==> src/sparse_command_list_expander_top_defines.svh <==
// Assertion macros for the sparse command list expander.
// Expects clk and rst_n in the scope of each use.
`ifndef SPARSE_COMMAND_LIST_EXPANDER_TOP_DEFINES_SVH
`define SPARSE_COMMAND_LIST_EXPANDER_TOP_DEFINES_SVH

// Property checked at every edge outside reset.
`define SCLX_ASSERT(lbl, prop, msg) \
  lbl: assert property (@(posedge clk) disable iff (!rst_n) prop) else $error(msg);

// Antecedent this cycle, consequent the next cycle.
`define SCLX_ASSERT_NEXT(lbl, ante, cons, msg) \
  lbl: assert property (@(posedge clk) disable iff (!rst_n) (ante) |=> (cons)) else $error(msg);

`endif

==> src/sclx_pkg.sv <==
// Shared types and constants of the sparse command list expander.
// No dependencies.
package sclx_pkg;

  localparam int WORD_W      = 32;
  localparam int SLOT_W      = 4;
  localparam int CFG_IDX_W   = 2;
  localparam int QUEUE_DEPTH = 2;

  localparam logic [WORD_W-1:0] CODE_MASK        = 32'h00FF_FFFF;
  localparam logic [WORD_W-1:0] START_TOKEN_RST  = 32'h0000_0001;
  localparam logic [WORD_W-1:0] SUBMIT_TOKEN_RST = 32'h0000_0002;

  typedef enum logic [1:0] {
    OP_START = 2'd0,
    OP_DATA  = 2'd1,
    OP_STOP  = 2'd2
  } opcode_t;

  typedef enum logic [CFG_IDX_W-1:0] {
    CFG_START_TOKEN  = 2'd0,
    CFG_SUBMIT_TOKEN = 2'd1
  } cfg_idx_t;

  // Work for the back end: lead word, zero words, submit, start, in that order.
  typedef struct packed {
    logic              lead_en;
    logic [WORD_W-1:0] lead_word;
    logic [SLOT_W-1:0] zeros;
    logic              submit_en;
    logic              start_en;
  } job_t;

endpackage

==> src/sclx_if.sv <==
// Channel interfaces of the sparse command list expander.
// Depends on sclx_pkg.
interface sclx_in_if;
  logic                      valid;
  logic                      ready;
  logic [1:0]                opcode;
  logic [sclx_pkg::WORD_W-1:0] data_word;
  modport source (output valid, output opcode, output data_word, input ready);
  modport sink (input valid, input opcode, input data_word, output ready);
endinterface

interface sclx_out_if;
  logic                      valid;
  logic                      ready;
  logic [sclx_pkg::WORD_W-1:0] out_word;
  logic                      last;
  modport source (output valid, output out_word, output last, input ready);
  modport sink (input valid, input out_word, input last, output ready);
endinterface

interface sclx_cfg_if;
  logic                         valid;
  logic                         ready;
  logic [sclx_pkg::CFG_IDX_W-1:0] index;
  logic [sclx_pkg::WORD_W-1:0]    data;
  modport source (output valid, output index, output data, input ready);
  modport sink (input valid, input index, input data, output ready);
endinterface

==> src/sclx_front.sv <==
// Front end: accepts input words, tracks transfer and slot state, emits jobs.
// Depends on sclx_pkg and sclx_in_if.
module sclx_front #(
  parameter int PARAMS_PER_COMMAND = 8
) (
  input  logic          clk,
  input  logic          rst_n,
  sclx_in_if.sink       in_ch,
  output sclx_pkg::job_t job_o,
  output logic          push_o,
  input  logic          full_i
);

  logic                              open_r, open_nxt;
  logic                              hdr_r, hdr_nxt;
  logic [sclx_pkg::SLOT_W-1:0]       slot_r, slot_nxt;
  logic [PARAMS_PER_COMMAND-1:0]     mask_r, mask_nxt;

  logic                              acc;
  logic                              has_words;
  logic [PARAMS_PER_COMMAND-1:0]     mask_use;
  logic [sclx_pkg::SLOT_W-1:0]       spos;
  logic [sclx_pkg::SLOT_W-1:0]       cnt;
  logic [sclx_pkg::SLOT_W-1:0]       end_pos;
  logic                              found;

  assign in_ch.ready = !full_i;
  assign acc         = in_ch.valid && in_ch.ready;
  assign push_o      = acc && has_words;

  always_comb begin
    job_o     = '0;
    has_words = 1'b0;
    open_nxt  = open_r;
    hdr_nxt   = hdr_r;
    slot_nxt  = slot_r;
    mask_nxt  = mask_r;

    mask_use = hdr_r ? in_ch.data_word[24 +: PARAMS_PER_COMMAND] : mask_r;
    spos     = hdr_r ? '0 : slot_r + sclx_pkg::SLOT_W'(1);

    // absent slots after the current one, up to the next present parameter
    cnt   = '0;
    found = 1'b0;
    for (int i = 0; i < PARAMS_PER_COMMAND; i++) begin
      if (sclx_pkg::SLOT_W'(i) >= spos && !found) begin
        if (mask_use[i]) begin
          found = 1'b1;
        end else begin
          cnt = cnt + sclx_pkg::SLOT_W'(1);
        end
      end
    end
    end_pos = spos + cnt;

    case (sclx_pkg::opcode_t'(in_ch.opcode))
      sclx_pkg::OP_START: begin
        if (open_r) begin
          job_o.zeros = hdr_r ? sclx_pkg::SLOT_W'(PARAMS_PER_COMMAND + 1)
                              : sclx_pkg::SLOT_W'(PARAMS_PER_COMMAND) - slot_r;
        end
        job_o.submit_en = open_r;
        job_o.start_en  = 1'b1;
        has_words       = 1'b1;
        open_nxt        = 1'b1;
        hdr_nxt         = 1'b1;
      end
      sclx_pkg::OP_DATA: begin
        if (open_r) begin
          job_o.lead_en   = 1'b1;
          job_o.lead_word = hdr_r ? (in_ch.data_word & sclx_pkg::CODE_MASK)
                                  : in_ch.data_word;
          job_o.zeros     = cnt;
          has_words       = 1'b1;
          mask_nxt        = mask_use;
          if (end_pos >= sclx_pkg::SLOT_W'(PARAMS_PER_COMMAND)) begin
            hdr_nxt = 1'b1;
          end else begin
            hdr_nxt  = 1'b0;
            slot_nxt = end_pos;
          end
        end
      end
      sclx_pkg::OP_STOP: begin
        if (open_r) begin
          job_o.submit_en = 1'b1;
          has_words       = 1'b1;
          open_nxt        = 1'b0;
        end
      end
      default: begin
      end
    endcase
  end

  always_ff @(posedge clk) begin
    if (!rst_n) begin
      open_r <= 1'b0;
      hdr_r  <= 1'b1;
      slot_r <= '0;
      mask_r <= '0;
    end else if (acc) begin
      open_r <= open_nxt;
      hdr_r  <= hdr_nxt;
      slot_r <= slot_nxt;
      mask_r <= mask_nxt;
    end
  end

endmodule

==> src/sclx_queue.sv <==
// Two-entry job queue between front and back ends.
// Depends on sclx_pkg.
module sclx_queue (
  input  logic           clk,
  input  logic           rst_n,
  input  logic           push_i,
  input  sclx_pkg::job_t push_job_i,
  output logic           full_o,
  input  logic           pop_i,
  output logic           head_valid_o,
  output sclx_pkg::job_t head_o
);

  localparam int PTR_W = $clog2(sclx_pkg::QUEUE_DEPTH);
  localparam int CNT_W = $clog2(sclx_pkg::QUEUE_DEPTH + 1);

  sclx_pkg::job_t    entries_r [sclx_pkg::QUEUE_DEPTH];
  logic [PTR_W-1:0]  wr_ptr_r, wr_ptr_nxt;
  logic [PTR_W-1:0]  rd_ptr_r, rd_ptr_nxt;
  logic [CNT_W-1:0]  cnt_r, cnt_nxt;

  assign full_o       = (cnt_r == CNT_W'(sclx_pkg::QUEUE_DEPTH));
  assign head_valid_o = (cnt_r != '0);
  assign head_o       = entries_r[rd_ptr_r];

  always_comb begin
    wr_ptr_nxt = push_i ? wr_ptr_r + PTR_W'(1) : wr_ptr_r;
    rd_ptr_nxt = pop_i ? rd_ptr_r + PTR_W'(1) : rd_ptr_r;
    cnt_nxt    = cnt_r;
    if (push_i && !pop_i) begin
      cnt_nxt = cnt_r + CNT_W'(1);
    end else if (pop_i && !push_i) begin
      cnt_nxt = cnt_r - CNT_W'(1);
    end
  end

  always_ff @(posedge clk) begin
    if (!rst_n) begin
      wr_ptr_r <= '0;
      rd_ptr_r <= '0;
      cnt_r    <= '0;
    end else begin
      wr_ptr_r <= wr_ptr_nxt;
      rd_ptr_r <= rd_ptr_nxt;
      cnt_r    <= cnt_nxt;
    end
  end

  always_ff @(posedge clk) begin
    if (push_i) begin
      entries_r[wr_ptr_r] <= push_job_i;
    end
  end

endmodule

==> src/sclx_back.sv <==
// Back end: token registers and word sequencer feeding the output register.
// Depends on sclx_pkg, sclx_out_if, sclx_cfg_if and the defines header.
`include "sparse_command_list_expander_top_defines.svh"

module sclx_back (
  input  logic           clk,
  input  logic           rst_n,
  input  logic           head_valid_i,
  input  sclx_pkg::job_t head_i,
  output logic           pop_o,
  sclx_cfg_if.sink       cfg_ch,
  sclx_out_if.source     out_ch
);

  logic [sclx_pkg::WORD_W-1:0] start_tok_r;
  logic [sclx_pkg::WORD_W-1:0] submit_tok_r;

  logic                        busy_r, busy_nxt;
  sclx_pkg::job_t              job_r, job_nxt;
  logic                        out_valid_r, out_valid_nxt;
  logic [sclx_pkg::WORD_W-1:0] out_word_r, out_word_nxt;
  logic                        out_last_r, out_last_nxt;

  sclx_pkg::job_t              cur;
  logic                        have;
  logic                        adv;
  logic                        done;

  assign cfg_ch.ready = 1'b1;

  always_ff @(posedge clk) begin
    if (!rst_n) begin
      start_tok_r  <= sclx_pkg::START_TOKEN_RST;
      submit_tok_r <= sclx_pkg::SUBMIT_TOKEN_RST;
    end else if (cfg_ch.valid) begin
      case (sclx_pkg::cfg_idx_t'(cfg_ch.index))
        sclx_pkg::CFG_START_TOKEN:  start_tok_r  <= cfg_ch.data;
        sclx_pkg::CFG_SUBMIT_TOKEN: submit_tok_r <= cfg_ch.data;
        default: begin
        end
      endcase
    end
  end

  // first word of a job goes out straight from the queue head
  assign cur   = busy_r ? job_r : head_i;
  assign have  = busy_r || head_valid_i;
  assign adv   = have && (!out_valid_r || out_ch.ready);
  assign pop_o = adv && !busy_r;

  always_comb begin
    job_nxt      = cur;
    out_word_nxt = out_word_r;
    if (cur.lead_en) begin
      out_word_nxt    = cur.lead_word;
      job_nxt.lead_en = 1'b0;
    end else if (cur.zeros != '0) begin
      out_word_nxt  = '0;
      job_nxt.zeros = cur.zeros - sclx_pkg::SLOT_W'(1);
    end else if (cur.submit_en) begin
      out_word_nxt      = submit_tok_r;
      job_nxt.submit_en = 1'b0;
    end else begin
      out_word_nxt     = start_tok_r;
      job_nxt.start_en = 1'b0;
    end
    done = !job_nxt.lead_en && (job_nxt.zeros == '0) &&
           !job_nxt.submit_en && !job_nxt.start_en;

    busy_nxt      = busy_r;
    out_valid_nxt = out_valid_r;
    out_last_nxt  = out_last_r;
    if (adv) begin
      busy_nxt      = !done;
      out_valid_nxt = 1'b1;
      out_last_nxt  = done;
    end else if (out_ch.ready) begin
      out_valid_nxt = 1'b0;
    end
  end

  always_ff @(posedge clk) begin
    if (!rst_n) begin
      busy_r      <= 1'b0;
      out_valid_r <= 1'b0;
    end else begin
      busy_r      <= busy_nxt;
      out_valid_r <= out_valid_nxt;
    end
  end

  always_ff @(posedge clk) begin
    if (adv) begin
      job_r      <= job_nxt;
      out_word_r <= out_word_nxt;
      out_last_r <= out_last_nxt;
    end
  end

  assign out_ch.valid    = out_valid_r;
  assign out_ch.out_word = out_word_r;
  assign out_ch.last     = out_last_r;

  `SCLX_ASSERT(a_busy_has_work, busy_r |-> (job_r.lead_en || job_r.zeros != '0 || job_r.submit_en || job_r.start_en), "busy with empty job")
  `SCLX_ASSERT(a_pop_needs_head, pop_o |-> head_valid_i, "pop from empty queue")
  `SCLX_ASSERT_NEXT(a_last_ends_job, adv && done, !busy_r && out_ch.last, "last word left job open")
  `SCLX_ASSERT_NEXT(a_more_keeps_busy, adv && !done, busy_r && !out_ch.last, "job dropped before last word")

endmodule

==> src/sparse_command_list_expander_top.sv <==
// The first word of an item passes through the job queue, then the output register.
// Throughput: one output word per cycle unless out_ch.ready holds it back or no job is waiting;
// an item yields 1 to 11 words (a zero-parameter command 9) through the single output register.
// Items that yield nothing push no job. A 2-entry job queue decouples input.
// Reset (synchronous, rst_n low): no transfer open, header expected, queue empty,
// start token 1, submit token 2.
module sparse_command_list_expander_top #(
  parameter int PARAMS_PER_COMMAND = 8
) (
  input  logic       clk,
  input  logic       rst_n,
  sclx_in_if.sink    in_ch,
  sclx_out_if.source out_ch,
  sclx_cfg_if.sink   cfg_ch
);

  sclx_pkg::job_t push_job;
  sclx_pkg::job_t head_job;
  logic           push;
  logic           full;
  logic           pop;
  logic           head_valid;

  sclx_front #(
    .PARAMS_PER_COMMAND(PARAMS_PER_COMMAND)
  ) u_front (
    .clk    (clk),
    .rst_n  (rst_n),
    .in_ch  (in_ch),
    .job_o  (push_job),
    .push_o (push),
    .full_i (full)
  );

  sclx_queue u_queue (
    .clk          (clk),
    .rst_n        (rst_n),
    .push_i       (push),
    .push_job_i   (push_job),
    .full_o       (full),
    .pop_i        (pop),
    .head_valid_o (head_valid),
    .head_o       (head_job)
  );

  sclx_back u_back (
    .clk          (clk),
    .rst_n        (rst_n),
    .head_valid_i (head_valid),
    .head_i       (head_job),
    .pop_o        (pop),
    .cfg_ch       (cfg_ch),
    .out_ch       (out_ch)
  );

endmodule
==> src/flat_wrapper.sv <==
// flat-port wrapper written by rule: the top's interface ports become plain ports
module sparse_command_list_expander_top_flat 
#(
  parameter int PARAMS_PER_COMMAND = 8
)
  (clk, rst_n, in_ch_valid, in_ch_opcode, in_ch_data_word, in_ch_ready, out_ch_valid, out_ch_out_word, out_ch_last, out_ch_ready, cfg_ch_valid, cfg_ch_index, cfg_ch_data, cfg_ch_ready);
  sclx_in_if in_ch_i ();
  sclx_out_if out_ch_i ();
  sclx_cfg_if cfg_ch_i ();
  input  logic clk;
  input  logic rst_n;
  input wire logic [$bits(in_ch_i.valid)-1:0] in_ch_valid;
  input wire logic [$bits(in_ch_i.opcode)-1:0] in_ch_opcode;
  input wire logic [$bits(in_ch_i.data_word)-1:0] in_ch_data_word;
  output wire logic [$bits(in_ch_i.ready)-1:0] in_ch_ready;
  output wire logic [$bits(out_ch_i.valid)-1:0] out_ch_valid;
  output wire logic [$bits(out_ch_i.out_word)-1:0] out_ch_out_word;
  output wire logic [$bits(out_ch_i.last)-1:0] out_ch_last;
  input wire logic [$bits(out_ch_i.ready)-1:0] out_ch_ready;
  input wire logic [$bits(cfg_ch_i.valid)-1:0] cfg_ch_valid;
  input wire logic [$bits(cfg_ch_i.index)-1:0] cfg_ch_index;
  input wire logic [$bits(cfg_ch_i.data)-1:0] cfg_ch_data;
  output wire logic [$bits(cfg_ch_i.ready)-1:0] cfg_ch_ready;
  assign in_ch_i.valid = in_ch_valid;
  assign in_ch_i.opcode = in_ch_opcode;
  assign in_ch_i.data_word = in_ch_data_word;
  assign in_ch_ready = in_ch_i.ready;
  assign out_ch_valid = out_ch_i.valid;
  assign out_ch_out_word = out_ch_i.out_word;
  assign out_ch_last = out_ch_i.last;
  assign out_ch_i.ready = out_ch_ready;
  assign cfg_ch_i.valid = cfg_ch_valid;
  assign cfg_ch_i.index = cfg_ch_index;
  assign cfg_ch_i.data = cfg_ch_data;
  assign cfg_ch_ready = cfg_ch_i.ready;
  sparse_command_list_expander_top #(.PARAMS_PER_COMMAND(PARAMS_PER_COMMAND)) u_core (.clk(clk), .rst_n(rst_n), .in_ch(in_ch_i), .out_ch(out_ch_i), .cfg_ch(cfg_ch_i));
endmodule
==> config.mk <==
export PLATFORM = sky130hd
export DESIGN_NAME = sparse_command_list_expander_top_flat
export DESIGN_NICKNAME = d
export VERILOG_FILES = /design/src/sclx_pkg.sv /design/src/sclx_if.sv /design/src/sclx_front.sv /design/src/sclx_queue.sv /design/src/sclx_back.sv /design/src/sparse_command_list_expander_top.sv /design/src/flat_wrapper.sv
export VERILOG_INCLUDE_DIRS = /design/src /design/src/src
export SDC_FILE = /design/constraint.sdc
export NUM_CORES = 1
export LEC_CHECK = 0
export ABC_AREA = 1
export BUFFER_PORTS_ARGS = -buffer_cell sky130_fd_sc_hd__buf_2
export CAP_MARGIN = 20
export CORE_AREA = 2 2 149 151
export DETAILED_ROUTE_END_ITERATION = 10
export DIE_AREA = 0 0 151 153
export GPL_ROUTABILITY_DRIVEN = 0
export HOLD_SLACK_MARGIN = 0.12
export PLACE_DENSITY = 0.77
export SYNTH_ARGS = -nofsm -noshare
export SYNTH_HDL_FRONTEND = slang
export SYNTH_SLANG_ARGS = --single-unit
==> constraint.sdc <==
create_clock -name clk -period 8.64 [get_ports clk]
set_clock_uncertainty 0.1 [all_clocks]
set_input_delay 0.432 -clock clk [delete_from_list [all_inputs] [get_ports clk]]
set_output_delay 0.432 -clock clk [all_outputs]
set_load 0.01 [all_outputs]
[Word level (Yosys, flattened, before mapping)]
Memory sizes are Yosys's and may differ from the RTL's. A register that Yosys moved wholly into a read port is not among the register bits.
Index checks and enable logic that the tools add are counted.
Storage, ports and cells
  memories kept: 1
  register bits after elaboration: 155
  input port bits: 73
  memory bits (read-only): 0
  logic and storage cells: 158
  output and inout bits: 36
  latch bits: 0
  RAM bits: 78
Cells by class
  shift operators: 0
  $add $sub $neg: 15
  bitwise operators: 1
  $lt $le $gt $ge: 9
  divide/modulo/power cells: 0
  reduce and logical (&&, ||, !) cells: 48
  multipliers: 0
  equal/unequal tests: 5
  multiplexer cells: 62
Memories
  u_core.u_queue.entries_r: words 2, bits a word 39, read ports 1, clocked after Yosys merged registers in 1, write ports 1, RTL line sclx_queue.sv:17  | sclx_pkg::job_t entries_r [sclx_pkg::QUEUE_DEPTH];
Operators by type and width (count)
  32-bit two-way mux: 4
  4-bit two-way mux: 19
  39-bit two-way mux: 1
  37-bit two-way mux: 1
  33-bit two-way mux: 1
  4-bit by 1-bit adder with 4-bit output (second input constant): 8
  1-bit two-way mux: 26
  3-bit by 4-bit >= comparator with 1-bit output (first input constant): 4
  1-bit logical AND: 15
  1-bit logical NOT: 15
  2-bit nonzero test: 5
  1-bit by 4-bit >= comparator with 1-bit output (first input constant): 2
  2-bit by 4-bit >= comparator with 1-bit output (first input constant): 2
  8-bit two-way mux: 1
  1-bit one-hot mux with 2 select lines: 4
  4-bit one-hot mux with 2 select lines: 1
  2-bit two-way mux: 3
  6-bit two-way mux: 1
  2-bit AND reduction: 3
  3-bit AND reduction: 2
  4-bit adder: 1
  2-bit by 1-bit equality test with 1-bit output (second input constant): 2
  2-bit equality test (second input constant): 2
  4-bit >= comparator (second input constant): 1
  13 further kinds: 16

[Depth between registers and ports, before layout]
  depth in word-level cells: 30
  depth in mapped cells: 40
  mapped depth without buffers: 40

[Hierarchy]
Synthesis repeated with hierarchy kept, for this count alone.
Second synthesis, totals
  cells, all modules: 1097
  area, all modules: 9805.7 um2
Modules (own cells, without submodules)
  sclx_back: area each 4649.5 um2, instances 1, sequential area each 2492.4 um2, cells each 581
  sclx_queue: area each 3088.0 um2, instances 1, sequential area each 2442.3 um2, cells each 156
  sclx_front: area each 2068.2 um2, instances 1, sequential area each 280.3 um2, cells each 360

[Least setup slack after synthesis]
No wires, ideal clock.
  path type: register to register
  start point: reg u_core.u_back.busy_r
  end point: reg u_core.u_queue.cnt_r[1]
  library setup time: 0.122 ns
  period minus slack after synthesis: 6.062 ns
  path buffers: 2
  stages on the path, launching flop included: 11
  data required time: 8.418 ns
  arrival: 5.840 ns
  setup slack: 2.578 ns
  cell sequence: dfxtp_1 > buf_2 > inv_1 > clkbuf_1 > a31oi_1 > nand2_1 > ha_1 > a21oi_1 > o21ai_0 > o21ai_0 > a21oi_1
On the way
  cells in the longest elaborated chain, start to end: 6
  elaborated cells between the ends (all ways): 9
  those cells by class: mux: 1; reduce/logical: 8
RTL lines
  from (decl): RTL line sclx_back.sv:18  | logic busy_r, busy_nxt;
  from (signal assigned): RTL line sclx_back.sv:87  | busy_r <= busy_nxt;
  1-bit logical OR (*): RTL line sclx_back.sv:47  | assign have = busy_r || head_valid_i;
  1-bit logical AND (*): RTL line sclx_back.sv:48  | assign adv = have && (!out_valid_r || out_ch.ready);
  via u_core.u_back.adv: RTL line sclx_back.sv:26  | logic adv;
  1-bit logical AND (*): RTL line sclx_back.sv:49  | assign pop_o = adv && !busy_r;
  1-bit logical NOT: RTL line sclx_queue.sv:30  | if (push_i && !pop_i) begin
  1-bit logical AND: RTL line sclx_queue.sv:30
  2-bit two-way mux / 2-bit nonzero test (equally long branches)
  to (signal assigned): RTL line sclx_queue.sv:45  | cnt_r <= cnt_nxt;
  to (decl): RTL line sclx_queue.sv:20  | logic [CNT_W-1:0] cnt_r, cnt_nxt;
Mark *: on every way through the listed nets, which the timed path passes. The rest lies on a longest branch.
A chain may end at the register's enable or synchronous reset.

[Worst setup path in the final report]
  start point: reg u_core.u_front.slot_r[0] (netlist name)
  end point: reg u_core.u_front.slot_r[2] (netlist name)
On the way
  cells in the longest elaborated chain, start to end: 29
  elaborated cells between the ends (all ways): 63
  those cells by class: add/sub: 9; order compare: 9; mux: 29; bitwise: 1; reduce/logical: 15
RTL lines
  from (decl): RTL line sclx_front.sv:16  | logic [sclx_pkg::SLOT_W-1:0] slot_r, slot_nxt;
  from (signal assigned): RTL line sclx_front.sv:105  | slot_r <= slot_nxt;
  4-bit by 1-bit adder with 4-bit output (*): RTL line sclx_front.sv:40  | spos = hdr_r ? '0 : slot_r + sclx_pkg::SLOT_W'(1);
  4-bit two-way mux (*): RTL line sclx_front.sv:40
  1-bit by 4-bit >= comparator with 1-bit output: RTL line sclx_front.sv:46  | if (sclx_pkg::SLOT_W'(i) >= spos && !found) begin
  4-bit two-way mux / 1-bit two-way mux (equally long branches): RTL line sclx_front.sv:46
  4-bit by 1-bit adder with 4-bit output / 1-bit logical NOT (equally long branches): RTL line sclx_front.sv:50, sclx_front.sv:46
  4-bit two-way mux / 1-bit logical AND (equally long branches): RTL line sclx_front.sv:47, sclx_front.sv:46
  4-bit two-way mux / 1-bit two-way mux (equally long branches): RTL line sclx_front.sv:46
  4-bit by 1-bit adder with 4-bit output / 1-bit logical NOT (equally long branches): RTL line sclx_front.sv:50, sclx_front.sv:46
  (+13 left out)
  4-bit two-way mux / 1-bit two-way mux (equally long branches): RTL line sclx_front.sv:46
  4-bit by 1-bit adder with 4-bit output / 1-bit logical NOT (equally long branches): RTL line sclx_front.sv:50, sclx_front.sv:46
  4-bit two-way mux / 1-bit logical AND (equally long branches): RTL line sclx_front.sv:47, sclx_front.sv:46
  4-bit two-way mux: RTL line sclx_front.sv:46
  4-bit adder (*): RTL line sclx_front.sv:54  | end_pos = spos + cnt;
  4-bit >= comparator: RTL line sclx_front.sv:76  | if (end_pos >= sclx_pkg::SLOT_W'(PARAMS_PER_COMMAND)) begin
  1-bit inverter (no source line)
  4-bit AND reduction (no source line)
Mark *: on every way between the ends. The rest lies on a longest branch, timed or not.

==> flow_metrics.tcl <==
set metrics [dict create \
    run_status "completed" \
    yosysTopAreaCell "edfxtp_1" \
    clock_tree.buffer_depth 3 \
    worst_pin_slew_ps 1070 \
    die-area_mm2 0.0231 \
    final_common_cell "nor2_1" \
    grt_max_degree 83 \
    synth_edf_count 149 \
    io_buffers 107 \
    dr.pass1.iters 6 \
    peakVddDrop_uv 265 \
    ios 109 \
    synth_area_mm2 0.0106 \
    drc 0 \
    fmax_mhz 165 \
    cts_sinks 234 \
    via_per_inst 5.38 \
    synth_area_per_cell_um2 9.02 \
    drive_gt1_share_pct 16.1 \
    cp_common_cell "nand2_1" \
    tns_ps 0 \
    insertion_delay_ps 510 \
    fp.dieW_um 151 \
    crit_type "flop to flop" \
    p_leak_nw 5.51 \
    routed_wl_um 26300 \
    yosysWarningCount 0 \
    areaGrowthSynthToFinish_pct 18.2 \
    initial_core_util_pct 49.3 \
    numCtsBuffers 24 \
    antenna_left 0 \
    pre_cts_ws_ps 2670 \
    rsz0062_at_grt "false" \
    grt_pass1_vias 8515 \
    rows 54 \
    antenna_found_initial 0 \
    cts_root_buffer "clkbuf_16" \
    cp.required_ps 8980 \
    synth-async-reset-ratio_pct 0 \
    dr_total_vias 8592 \
    synth_nets 1265 \
    yosysSeqAreaShare_pct 58.4 \
    die_y_um 153 \
    fp.coreArea_mm2 0.0215 \
    hold_violations 0 \
    wl_per_cell_um 16.5 \
    antennaDiodeCount 0 \
    hp-class "input pin to flop" \
    layout_setup_ws_ps 2570 \
    cts_tree "done" \
    synth_top_area_share_pct 42.3 \
    relSlewSlack_pct 28.7 \
    groute.usage.overall_pct 22.4 \
    synth_cells 1174 \
    crit_path_end_kind "flop" \
    slew_viol_final 0 \
    min_period_ps 6070 \
    synth-seq-cells 234 \
    placed_cells 1522 \
    drv_cap 0 \
    finalCritPeriodShare_pct 70.3 \
    grt-ovfl-total 0 \
    max_stage_delay_ps 470 \
    finalSetupViolations 0 \
    cp.arrival_ps 6410 \
    grt_pass1_wl_um 41500 \
    cts_max_level 1 \
    p_per_area_mw_per_mm2 300 \
    final_net_count 1389 \
    worst_setup_path_start_kind "flop" \
    synth_area_leaders "edfxtp_1 (42%), dfxtp_1 (16%), nor2_1 (7.9%)" \
    dr.first_iter.drc_count 730 \
    layout_common_cells "nor2_1 (218), nand2_1 (217), edfxtp_1 (149)" \
    p_total_w 0.00375 \
    cts_setup_buffers 0 \
    instances_no_fill 1596 \
    worstPathMaxFanout 7 \
    cp_slowest_cell "dfxtp_1" \
    cts_resized 0 \
    dp_hpwl_um 15800 \
    cts.clk_slew.worst_paths_ps 60 \
    ys_types 46 \
    synth_ff_type "edfxtp_1" \
]
[final cells by class]
class,count,area (µm²)
Clock buffer,30,654
Fill cell,1827,8970
Clock inverter,14,144
Sequential cell,234,6180
Timing Repair Buffer,155,971
Multi-Input combinational cell,772,3800
Inverter,111,417
Tap cell,280,350
[flip-flops by register name (all words and copies together), names as in the netlist, 2 cells and up, named ones only]
signal                         flops
u_core.u_back.job_r               38
u_core.u_back.out_ch.out_word     32
u_core.u_back.start_tok_r         32
u_core.u_back.submit_tok_r        32
u_core.u_front.mask_r              8
u_core.u_front.slot_r              4
u_core.u_queue.cnt_r               2
u_core.u_queue.entries_r          78
[worst max-delay path, delay by kind of cell (launching register included)]
family	cells	cell delay [ps]
adder cells (fa/ha/maj)	8	2280
buffers and inverters	6	500
flip-flops	1	470
AO/OA/AOI/OAI	1	230
AND/OR/NAND/NOR	21	1990
XOR/XNOR	2	420
[Yosys cell counts, types with 4 or more instances]
cell type / number
nand4_1: 5
xor2_1: 7
o21ai_0: 89
buf_1: 4
inv_2: 5
dfxtp_1: 85
nor2_2: 7
nand2_1: 217
nor2_1: 222
nand3_1: 37
buf_2: 5
edfxtp_1: 149
ha_1: 17
nand2_2: 20
clkbuf_1: 46
a21oi_1: 78
inv_1: 105
a22o_1: 32
[path summary, 6_finish.rpt]
kind / from / to / slack (ps) / cells after the start
max: u_core.u_front.slot_r[0]$_SDFFE_PN0P_ / u_core.u_front.slot_r[2]$_SDFFE_PN0P_ / 2570 / 38
min: cfg_ch_data[31] / u_core.u_back.start_tok_r[31]$_SDFFE_PN0P_ / 140 / 3
max reg2reg: u_core.u_front.slot_r[0]$_SDFFE_PN0P_ / u_core.u_front.slot_r[2]$_SDFFE_PN0P_ / 2570 / 38
min reg2reg: u_core.u_front.mask_r[0]$_SDFFE_PN0P_ / u_core.u_front.mask_r[0]$_SDFFE_PN0P_ / 370 / 2
[metal layers]
| metal | wire length (µm) | vias to the layer above | global-route usage [%] |
|---|---|---|---|
| met5 | 0 | - | 0 |
| met4 | 654 | 0 | 6.81 |
| met3 | 2270 | 53 | 3.67 |
| met2 | 12300 | 377 | 37.6 |
| met1 | 11000 | 4033 | 29.7 |
| li1 | - | 4129 | - |
[timing repair]
| item | in CTS | in global routing |
|---|---|---|
| hold endpoints to repair | 50 | 0 |
| setup endpoints to repair | 0 | 0 |
| hold buffers | 30 | 0 |
[report_power, final]
part / total [W] / internal (W) / switching, W
sequential: 0.00160 / 0.00152 / 0.0000723
combinational: 0.00111 / 0.000343 / 0.000770
clock: 0.00104 / 0.000626 / 0.000416
[logic make-up (layout without fill, tap and decap cells)]
family,Yosys count,count (layout),share of synthesized area (%)
and+or+nand+nor,526,526,20.7
DFF,234,234,58.4
AOI/OAI and AO/OA,218,218,11.8
buffers and inverters,168,310,6.12
adders and majority gates,18,18,2.20
xor gates and xnor gates,8,8,0.662
other,1,1,0.0354
muxes,1,1,0.0946
[metrics by stage]
stage	util [%]	hold WS [ps]	cell area (µm²)
2_1_floorplan	-	324	10600
3_3_place_gp	53.1	345	11400
3_5_place_dp	53.1	358	11400
4_1_cts	58.2	130	12500
5_1_grt	58.2	132	12500
6_report	58.2	144	12500
Power figures use the tool's default switching activity.
